--- config.mk ---
export PLATFORM = sky130hd
export DESIGN_NAME = length_prefixed_frame_deframer_top
export DESIGN_NICKNAME = d
export VERILOG_FILES = /design/src/rtl/lpfd_pkg.sv /design/src/rtl/lpfd_hdr_check.sv /design/src/rtl/lpfd_core.sv /design/src/rtl/length_prefixed_frame_deframer_top.sv
export SDC_FILE = /design/constraint.sdc
export NUM_CORES = 1
export LEC_CHECK = 0
export BUFFER_PORTS_ARGS = -buffer_cell sky130_fd_sc_hd__buf_2
export CAP_MARGIN = 20
export CORE_MARGIN = 5
export CORE_UTILIZATION = 27
export CTS_CLUSTER_DIAMETER = 40
export CTS_CLUSTER_SIZE = 24
export DETAILED_ROUTE_END_ITERATION = 6
export PLACE_DENSITY_LB_ADDON = 0.05
export SLEW_MARGIN = 40
export SYNTH_ARGS = -nofsm -noshare
export SYNTH_HDL_FRONTEND = slang
export SYNTH_SLANG_ARGS = --single-unit
--- constraint.sdc ---
create_clock -name clk -period 25.1 [get_ports clk]
set_clock_uncertainty 0.1 [all_clocks]
set_input_delay 3.765 -clock clk [delete_from_list [all_inputs] [get_ports clk]]
set_output_delay 3.765 -clock clk [all_outputs]
set_load 0.01 [all_outputs]
--- src/rtl/lpfd_pkg.sv ---
// shared constants and types for the length-prefixed frame deframer
package lpfd_pkg;

	localparam logic [31:0] FRAME_MAGIC = 32'h4654_4631;
	localparam int HDR_BYTES = 4 + 1 + 1 + 4 + 8;
	localparam logic [12:0] NAME_CAP = 13'd4096;
	localparam logic [7:0] HDR_VERSION = 8'd1;
	localparam logic [7:0] HDR_TYPE = 8'd1;

	localparam logic [1:0] KIND_HEADER = 2'd0;
	localparam logic [1:0] KIND_NAME = 2'd1;
	localparam logic [1:0] KIND_PAYLOAD = 2'd2;
	localparam logic [1:0] KIND_DISCARD = 2'd3;

	localparam logic [2:0] ERR_NONE = 3'd0;
	localparam logic [2:0] ERR_MAGIC = 3'd1;
	localparam logic [2:0] ERR_VERSION = 3'd2;
	localparam logic [2:0] ERR_TYPE = 3'd3;
	localparam logic [2:0] ERR_NAME_LEN = 3'd4;
	localparam logic [2:0] ERR_SIZE = 3'd5;

	typedef struct packed {
		logic [1:0] kind;
		logic [7:0] data;
		logic [62:0] offset;
		logic [12:0] name_len;
		logic [62:0] payload_size;
		logic done;
		logic err_flag;
		logic [2:0] err_code;
	} lpfd_res_t;

endpackage

--- src/rtl/lpfd_hdr_check.sv ---
// header validation, first failing check wins
module lpfd_hdr_check (
	input logic [31:0] magic,
	input logic [7:0] version,
	input logic [7:0] frame_type,
	input logic [31:0] name_len,
	input logic size_msb,
	input logic [12:0] max_name_len,
	output logic [2:0] code
);
	import lpfd_pkg::*;

	logic [12:0] limit;

	assign limit = (max_name_len > NAME_CAP) ? NAME_CAP : max_name_len;

	always_comb begin
		if (magic != FRAME_MAGIC) begin
			code = ERR_MAGIC;
		end else if (version != HDR_VERSION) begin
			code = ERR_VERSION;
		end else if (frame_type != HDR_TYPE) begin
			code = ERR_TYPE;
		end else if (name_len == 32'd0 || name_len > {19'd0, limit}) begin
			code = ERR_NAME_LEN;
		end else if (size_msb) begin
			code = ERR_SIZE;
		end else begin
			code = ERR_NONE;
		end
	end

endmodule

--- src/rtl/lpfd_core.sv ---
// deframer state: header capture, section counting and word tagging
module lpfd_core (
	input logic clk,
	input logic arst_n,
	input logic advance,
	input logic [7:0] data_in,
	input logic [12:0] max_name_len,
	output lpfd_pkg::lpfd_res_t res
);
	import lpfd_pkg::*;

	localparam logic [1:0] PH_HEADER = 2'd0;
	localparam logic [1:0] PH_NAME = 2'd1;
	localparam logic [1:0] PH_PAYLOAD = 2'd2;
	localparam logic [1:0] PH_ERROR = 2'd3;
	localparam logic [4:0] HDR_LAST = 5'(HDR_BYTES - 1);

	logic [1:0] phase_q, phase_d;
	logic [4:0] hdr_cnt_q, hdr_cnt_d;
	logic [62:0] cnt_q, cnt_d;
	logic [31:0] magic_q;
	logic [7:0] version_q;
	logic [7:0] type_q;
	logic [31:0] name_len_q;
	logic [63:0] size_q;
	logic [63:0] size_next;
	logic [63:0] cnt_inc;
	logic name_last;
	logic payload_last;
	logic hdr_last;
	logic [2:0] chk_code;

	assign size_next = {size_q[55:0], data_in};
	assign hdr_last = (hdr_cnt_q == HDR_LAST);
	assign cnt_inc = {1'b0, cnt_q} + 64'd1;
	assign name_last = (cnt_inc >= {32'd0, name_len_q});
	assign payload_last = (cnt_inc >= size_q);

	// name length is complete by the last header byte, only size still shifts
	lpfd_hdr_check u_check (
		.magic(magic_q),
		.version(version_q),
		.frame_type(type_q),
		.name_len(name_len_q),
		.size_msb(size_next[63]),
		.max_name_len(max_name_len),
		.code(chk_code)
	);

	always_comb begin
		res = '0;
		res.data = data_in;
		res.kind = KIND_DISCARD;
		phase_d = phase_q;
		hdr_cnt_d = hdr_cnt_q;
		cnt_d = cnt_q;
		unique case (phase_q)
			PH_HEADER: begin
				res.kind = KIND_HEADER;
				res.offset = {58'd0, hdr_cnt_q};
				if (hdr_last) begin
					hdr_cnt_d = '0;
					if (chk_code != ERR_NONE) begin
						res.err_flag = 1'b1;
						res.err_code = chk_code;
						phase_d = PH_ERROR;
					end else begin
						res.name_len = name_len_q[12:0];
						res.payload_size = size_next[62:0];
						cnt_d = '0;
						phase_d = PH_NAME;
					end
				end else begin
					hdr_cnt_d = hdr_cnt_q + 5'd1;
				end
			end
			PH_NAME: begin
				res.kind = KIND_NAME;
				res.offset = cnt_q;
				res.name_len = name_len_q[12:0];
				res.payload_size = size_q[62:0];
				if (name_last) begin
					cnt_d = '0;
					if (size_q == 64'd0) begin
						res.done = 1'b1;
						phase_d = PH_HEADER;
					end else begin
						phase_d = PH_PAYLOAD;
					end
				end else begin
					cnt_d = cnt_inc[62:0];
				end
			end
			PH_PAYLOAD: begin
				res.kind = KIND_PAYLOAD;
				res.offset = cnt_q;
				res.name_len = name_len_q[12:0];
				res.payload_size = size_q[62:0];
				if (payload_last) begin
					cnt_d = '0;
					res.done = 1'b1;
					phase_d = PH_HEADER;
				end else begin
					cnt_d = cnt_inc[62:0];
				end
			end
			PH_ERROR: begin
				res.kind = KIND_DISCARD;
			end
			default: begin
				res.kind = KIND_DISCARD;
			end
		endcase
	end

	always_ff @(posedge clk or negedge arst_n) begin
		if (!arst_n) begin
			phase_q <= PH_HEADER;
			hdr_cnt_q <= '0;
			cnt_q <= '0;
		end else if (advance) begin
			phase_q <= phase_d;
			hdr_cnt_q <= hdr_cnt_d;
			cnt_q <= cnt_d;
		end
	end

	// header fields shift in big-endian; every field is rewritten each frame
	always_ff @(posedge clk) begin
		if (advance && phase_q == PH_HEADER) begin
			if (hdr_cnt_q < 5'd4) begin
				magic_q <= {magic_q[23:0], data_in};
			end else if (hdr_cnt_q == 5'd4) begin
				version_q <= data_in;
			end else if (hdr_cnt_q == 5'd5) begin
				type_q <= data_in;
			end else if (hdr_cnt_q < 5'd10) begin
				name_len_q <= {name_len_q[23:0], data_in};
			end else begin
				size_q <= size_next;
			end
		end
	end

	a_error_sticks: assert property (@(posedge clk) disable iff (!arst_n)
		phase_q == PH_ERROR |=> phase_q == PH_ERROR)
		else $error("error phase left without reset");

	a_done_restarts: assert property (@(posedge clk) disable iff (!arst_n)
		advance && res.done |=> phase_q == PH_HEADER && hdr_cnt_q == 5'd0)
		else $error("completed frame did not restart header");

	a_err_enters: assert property (@(posedge clk) disable iff (!arst_n)
		advance && res.err_flag |=> phase_q == PH_ERROR)
		else $error("header error did not enter discard");

	a_hdr_count: assert property (@(posedge clk) disable iff (!arst_n)
		hdr_cnt_q <= HDR_LAST)
		else $error("header count out of range");

endmodule

--- src/rtl/length_prefixed_frame_deframer_top.sv ---
// Length-prefixed frame deframer: takes one stream byte per word and tags
// each byte as header, name, payload or discarded, with its section offset
// and the decoded lengths. One word is accepted every clock cycle with no
// bubbles while m_tready holds the output open; the input register loads at
// acceptance, and the result register loads from it once the output can
// take a word. The per-byte cost is one pass through the header check
// and the 64-bit section counter increment and compare. After a
// header error every later word is discarded until reset. The name length
// limit may be written only while no words are in flight.
module length_prefixed_frame_deframer_top (
	input logic clk,
	input logic arst_n,
	input logic s_tvalid,
	output logic s_tready,
	input logic [7:0] s_tdata,        // in_byte
	output logic m_tvalid,
	input logic m_tready,
	// out_byte[7:0], section_offset[70:8], name_length[83:71],
	// payload_size[146:84], error_flag[147], error_code[150:148], zero[151]
	output logic [151:0] m_tdata,
	output logic [1:0] m_tuser,       // byte_kind
	output logic m_tlast,             // frame_done
	input logic cfg_valid,
	output logic cfg_ready,
	input logic [12:0] cfg_data       // max_name_length
);
	import lpfd_pkg::*;

	logic valid_s1;
	logic [7:0] data_s1;
	logic advance;
	logic out_valid_q;
	lpfd_res_t res;
	lpfd_res_t res_q;
	logic [12:0] max_name_len_q;

	assign advance = valid_s1 && (!out_valid_q || m_tready);
	assign s_tready = !valid_s1 || advance;
	assign cfg_ready = 1'b1;

	always_ff @(posedge clk or negedge arst_n) begin
		if (!arst_n) begin
			max_name_len_q <= NAME_CAP;
		end else if (cfg_valid) begin
			max_name_len_q <= cfg_data;
		end
	end

	always_ff @(posedge clk or negedge arst_n) begin
		if (!arst_n) begin
			valid_s1 <= 1'b0;
			out_valid_q <= 1'b0;
		end else begin
			if (s_tready) begin
				valid_s1 <= s_tvalid;
			end
			if (advance) begin
				out_valid_q <= 1'b1;
			end else if (m_tready) begin
				out_valid_q <= 1'b0;
			end
		end
	end

	always_ff @(posedge clk) begin
		if (s_tready && s_tvalid) begin
			data_s1 <= s_tdata;
		end
		if (advance) begin
			res_q <= res;
		end
	end

	lpfd_core u_core (
		.clk(clk),
		.arst_n(arst_n),
		.advance(advance),
		.data_in(data_s1),
		.max_name_len(max_name_len_q),
		.res(res)
	);

	assign m_tvalid = out_valid_q;
	assign m_tuser = res_q.kind;
	assign m_tlast = res_q.done;
	assign m_tdata = {1'b0, res_q.err_code, res_q.err_flag, res_q.payload_size,
		res_q.name_len, res_q.offset, res_q.data};

	a_s1_holds: assert property (@(posedge clk) disable iff (!arst_n)
		valid_s1 && !advance |=> valid_s1 && $stable(data_s1))
		else $error("stalled input word lost");

	a_out_loaded: assert property (@(posedge clk) disable iff (!arst_n)
		advance |=> out_valid_q)
		else $error("processed word not presented");

endmodule
-- Word level (Yosys, flattened, before mapping)
Index checks and enable logic that the tools add are counted.
- bits in registers: 391
- latch bits: 0
- memory bits (writable): 0
- bits in read-only memories: 0
- input bits: 26
- output and inout port bits: 158
- memories kept: 0
- $add $sub $neg: 2
- multiply operators: 0
- divide/modulo/power cells: 0
- $lt $le $gt $ge: 6
- eq/ne operators: 13
- shift-type cells: 0
- mux-type cells: 29
- bitwise operators: 4
- reductions and logical operators: 25
- operators by type and width (operator ; count):
    $pmux 139 s2 ; 1
    $mux 63 ; 4
    $pmux 63 s3 ; 1
    $mux 76 ; 2
    $add 63x1->64 const B ; 1
    $ge 64x32->1 ; 1
    $ge 64x64->1 ; 1
    $logic_not 64->1 ; 1
    $gt 32x13->1 ; 1
    $logic_not 32->1 ; 1
    $ne 32x31->1 const B ; 1
    $ne 8x1->1 const B ; 2
    $mux 3 ; 5
    $reduce_and 5->1 ; 3
    $gt 13x13->1 const B ; 1
    $mux 13 ; 1
    $eq 5x3->1 const B ; 2
    $mux 2 ; 5
    $pmux 2 s4 ; 1
    $reduce_and 4->1 ; 2
    $ne 2x1->1 const B ; 3
    $pmux 2 s3 ; 1
    $reduce_and 2->1 ; 3
    $reduce_and 3->1 ; 2
    19 further kinds ; 33

-- Logic depth before layout (Yosys ltp)
- depth in word-level cells: 12
- mapped depth: 22
- mapped depth without buffers: 21

-- Hierarchy
Synthesis repeated with hierarchy kept, for this count alone.
- cells, all modules: 1654
- area, all modules: 19394.9 sq um
- by module, submodules not included (module ; times used ; cells each ; area an instance (sq um) ; sequential area each (sq um)):
    lpfd_core ; 1 ; 1368 ; 13297.8 ; 6075.8
    length_prefixed_frame_deframer_top ; 1 ; 201 ; 5497.8 ; 5241.3
    lpfd_hdr_check ; 1 ; 85 ; 599.3 ; 0.0

-- Least setup slack after synthesis
No wires, ideal clock.
- kind: input port to flip-flop
- from: in m_tready
- to: reg u_core.size_q[0] (enable)
- setup time: 0.507 ns
- arrival time: 10.938 ns
- setup slack: 13.555 ns
- stages on the path: 5
- path buffers: 0
- cells stage by stage: nand2b_1 > nand2_1 > inv_1 > nand2_1 > a21oi_1
- longest elaborated chain between the ends: 4
- ends and longest elaborated chain (what ; line ; RTL):
    start, declared ; length_prefixed_frame_deframer_top.sv:17 ; input logic m_tready,
    $logic_or 1x1->1 ; length_prefixed_frame_deframer_top.sv:37 ; assign advance = valid_s1 && (!out_valid_q || m_tready);
    $logic_and 1x1->1 ; length_prefixed_frame_deframer_top.sv:37 ;
    named net advance ; length_prefixed_frame_deframer_top.sv:31 ; logic advance;
    $logic_and 1x1->1 ; lpfd_core.sv:130 ; if (advance && phase_q == PH_HEADER) begin
    $reduce_and 5->1 (no line) ; - ;
    end signal, assigned ; lpfd_core.sv:140 ; size_q <= size_next;
    end, declared ; lpfd_core.sv:25 ; logic [63:0] size_q;
The timed path passes the listed nets, and every way through them passes these cells.
A chain may end at the register's enable or synchronous reset.

-- Worst setup path after layout
- from: in m_tready
- to: out s_tready
- longest elaborated chain between the ends: 3
- ends and longest elaborated chain (what ; line ; RTL):
    $logic_or 1x1->1 ; length_prefixed_frame_deframer_top.sv:37 ;
    $logic_and 1x1->1 ; length_prefixed_frame_deframer_top.sv:37 ;
    $logic_or 1x1->1 ; length_prefixed_frame_deframer_top.sv:38 ; assign s_tready = !valid_s1 || advance;
    end, declared ; length_prefixed_frame_deframer_top.sv:14 ; output logic s_tready,
No other way between the ends.

==> results.md <==
* Final core occ at 34.3%
* Post-synth EDFFs at 306
* Cell mode on critical path: buf_2
* Chip width at 279 um
* CP delay by family, top: buffers and inverters
* Setup ws final at 17.04 ns
* NetSw at 0.000760 W
* CTS Buf Count at 86
* Status: finished clean
* Hold WC Path Type: reg -> reg
* Cell internal pwr at 0.00173 W
* Largest stage delay on the critical path at 0.17 ns
* H-Tree Depth at 3
* Final worst path period need at 8.06 ns
* Area Overhead vs Synth at 25.6%
* Hpwl dp at 45.5 mm
* Bufs and invs on worst path at 2
* Synthesized area at 19600 um2
* Row cnt at 98
* Nets@finish at 2004
* Vias in the first global route at 14600
* Clock sinks at 391
* Post-route cell area at 24600 um2
* Unrepaired setup endpoints after global routing: false
* Clk buf depth at 3
* Pre-Repair DR Iteration Count at 4
* Slew margin rel. at 42.9%
* # port buffers at 181
* Max Slew Vio Count at 0
* Critical-path top delay cell: nand3b_1
* First-pass GRT wire length at 94.1 mm
* Final ANT Viol Nets at 0
* CTS tree: done
* Setup TNS at 0 ns
* GRT overflow at 0
* ANT cells at 0
* Clk network pwr share at 47.3%
* Num ports at 184
* Power, Total at 0.00249 W
* Max_cap viols at 0
* Vias at 13700
* Leakage at 9.95 nW
* Root buffer cell: clkbuf_16
* Yosys cell types at 77
* Reg clk slew, reported paths at 0.05 ns
* Least-Margin Pin Slew at 0.857 ns
* Synth area leaders: edfxtp_1 47%, dfrtp_1 11%, ha_1 7.4%
* CTS Hold Buffers Added at 0
* Post-synth top area cell: edfxtp_1
* CP arrival at 4.20 ns
* F_max at 124 MHz
* Async set or reset register ratio after synthesis at 21.7%
* Syn. warnings at 0
* Worst-Skew Late Latency at 0.63 ns
* FILL cells at 7206
* GP Congestion at 0.827
* Critical-path cell list: buf_2, nand3b_1, buf_2
* Worst vdd ir at 57.8 uV
* Area fraction of the dominant cell type after synthesis at 47.0%
* Total track usage at 16.0%
* Worst Setup Start Kind: primary input
* XOR/XNOR Fraction of Synth Area at 4.30%
* Period utilization at 32.1%
* WL final at 63.1 mm
* Sequential fraction of design power at 34.6%
* Area after DPL at 21500 um2
* Syn avg cell area at 11.9 um2
* Top_reg_cell synth: edfxtp_1
* Largest net degree at the start of global routing at 93
* Core region area at 71700 um2
* Die ar. at 78000 um2
* Complex-gate fraction of the synthesized area at 8.07%
* Mapped Cells at 1651
* Crit. End Element: output pin
* Seq cells post-synth at 391
* Post-synthesis sequential area ratio at 57.8%
* # DRC at 0
* Share of cells above drive strength 1 at 22.3%
* Die Height at 279 um
* Post-cts sizing count at 0
* Commonest non-fill, non-tap cell in the layout: edfxtp_1
* Multiplexer share of the synthesized area at 1.07%
* Req. time, crit path at 21.24 ns
* Adder-cell share of the synthesized area at 7.42%
* Post-Syn Nets at 1793
* WS Path Type: in -> out
* Final setup viols at 0
* DR iter-0 viols at 674
* Max FO, Critical Path at 3
* Cell area power density at 101 nW/um2
* Synth Area in Simple Gates at 17.3%
* WL per Instance at 21.9 um
* Combinational family with the most area after synthesis: simple AND/OR/NAND/NOR gates
* Starting Density at 27.3%
* DP Worst Slack at 17.03 ns
* Power share of the combinational group at 18.1%
* Most frequent cells in the layout: 306 x edfxtp_1, 180 x buf_2, 170 x nor2_1, 118 x inv_1, 114 x ha_1
* Vias/cell at 4.73
* Post-CTS setup buffer count at 0
* Antenna violations before repair at 0
* Final count of hold timing violations at 0
* Sw Share at 30.5%
-- flip-flops by register name (all words and copies together), names as in the netlist --
register / cells
u_core.name_len_q: 32
m_tuser: 2
u_core.version_q: 8
u_core.magic_q: 32
data_s1: 8
m_tlast: 1
m_tdata: 151
valid_s1: 1
u_core.cnt_q: 63
u_core.phase_q: 2
u_core.size_q: 64
m_tvalid: 1
u_core.hdr_cnt_q: 5
max_name_len_q: 13
u_core.type_q: 8
-- logic make-up (layout without fill, tap and decap cells) --
family | count (synthesis) | in the layout
buffers and inverters | 190 | 474
AND/OR/NAND/NOR | 608 | 608
flip-flops | 391 | 391
adder cells (fa/ha/maj) | 116 | 116
XOR/XNOR | 96 | 96
AO/OA/AOI/OAI | 229 | 229
multiplexers | 19 | 19
other | 2 | 2
-- metal layers --
metal	vias up	global-route usage, %	wire length [um]
li1	6507	-	-
met1	6745	19.5	26300
met2	298	28.3	32500
met3	103	3.07	2410
met4	0	5.43	1930
met5	-	0	0
-- synthesized netlist by cell type (15+ instances only) --
cell type	count
edfxtp_1	306
nor2_1	171
inv_1	119
ha_1	116
nand2_1	92
dfrtp_1	84
xnor2_1	72
a22oi_1	68
and2_1	53
clkbuf_1	47
nand4_1	47
a21oi_1	46
nand3_1	38
nor4_1	38
nor3_1	37
o21ai_0	29
xor2_1	24
nor2_4	20
or3_1	17
a21o_1	15
a22o_1	15
-- worst paths after layout --
check                                          end         startpoint  cells past startpoint  slack [ns]
min in group asynchronous                 m_tvalid             arst_n                      1        2.91
max in group asynchronous         u_core.cnt_q[55]             arst_n                      2       21.00
worst max register to register    u_core.cnt_q[47]    u_core.cnt_q[0]                     18       18.18
worst max-delay path                      s_tready           m_tready                      3       17.04
worst min register to register  u_core.magic_q[17]  u_core.magic_q[9]                      0        0.34
worst min-delay path            u_core.magic_q[17]  u_core.magic_q[9]                      0        0.34
-- power groups by stage --
stage	Combinational, W	Sequential, W	Clock (W)
CTS	0.000466	0.000866	0.00121
global route	0.000503	0.000871	0.00124
detailed placement	0.000464	0.000876	0
floorplan	0.000266	0.000876	0
finish	0.000450	0.000862	0.00118
global placement	0.000459	0.000877	0
-- layout make-up --
| type | count | area [um2] | share of cell area (%) |
|---|---|---|---|
| clock buffer | 96 | 2230 | 9.08 |
| clock inverter | 65 | 820 | 3.34 |
| sequential | 391 | 11300 | 46.1 |
| timing repair buffer | 194 | 1030 | 4.20 |
| tap | 950 | 1190 | 4.84 |
| inverter | 119 | 454 | 1.85 |
| multi-input combinational | 1070 | 7530 | 30.6 |
-- per-stage QoR --
stage | hold WS, ns | instances
floorplan | 0.317 | 1651
global placement | 0.329 | 2723
detailed placement | 0.329 | 2724
CTS | 0.342 | 2885
global route | 0.352 | 2885
finish | 0.339 | 2885
Power figures use the tool's default switching activity.
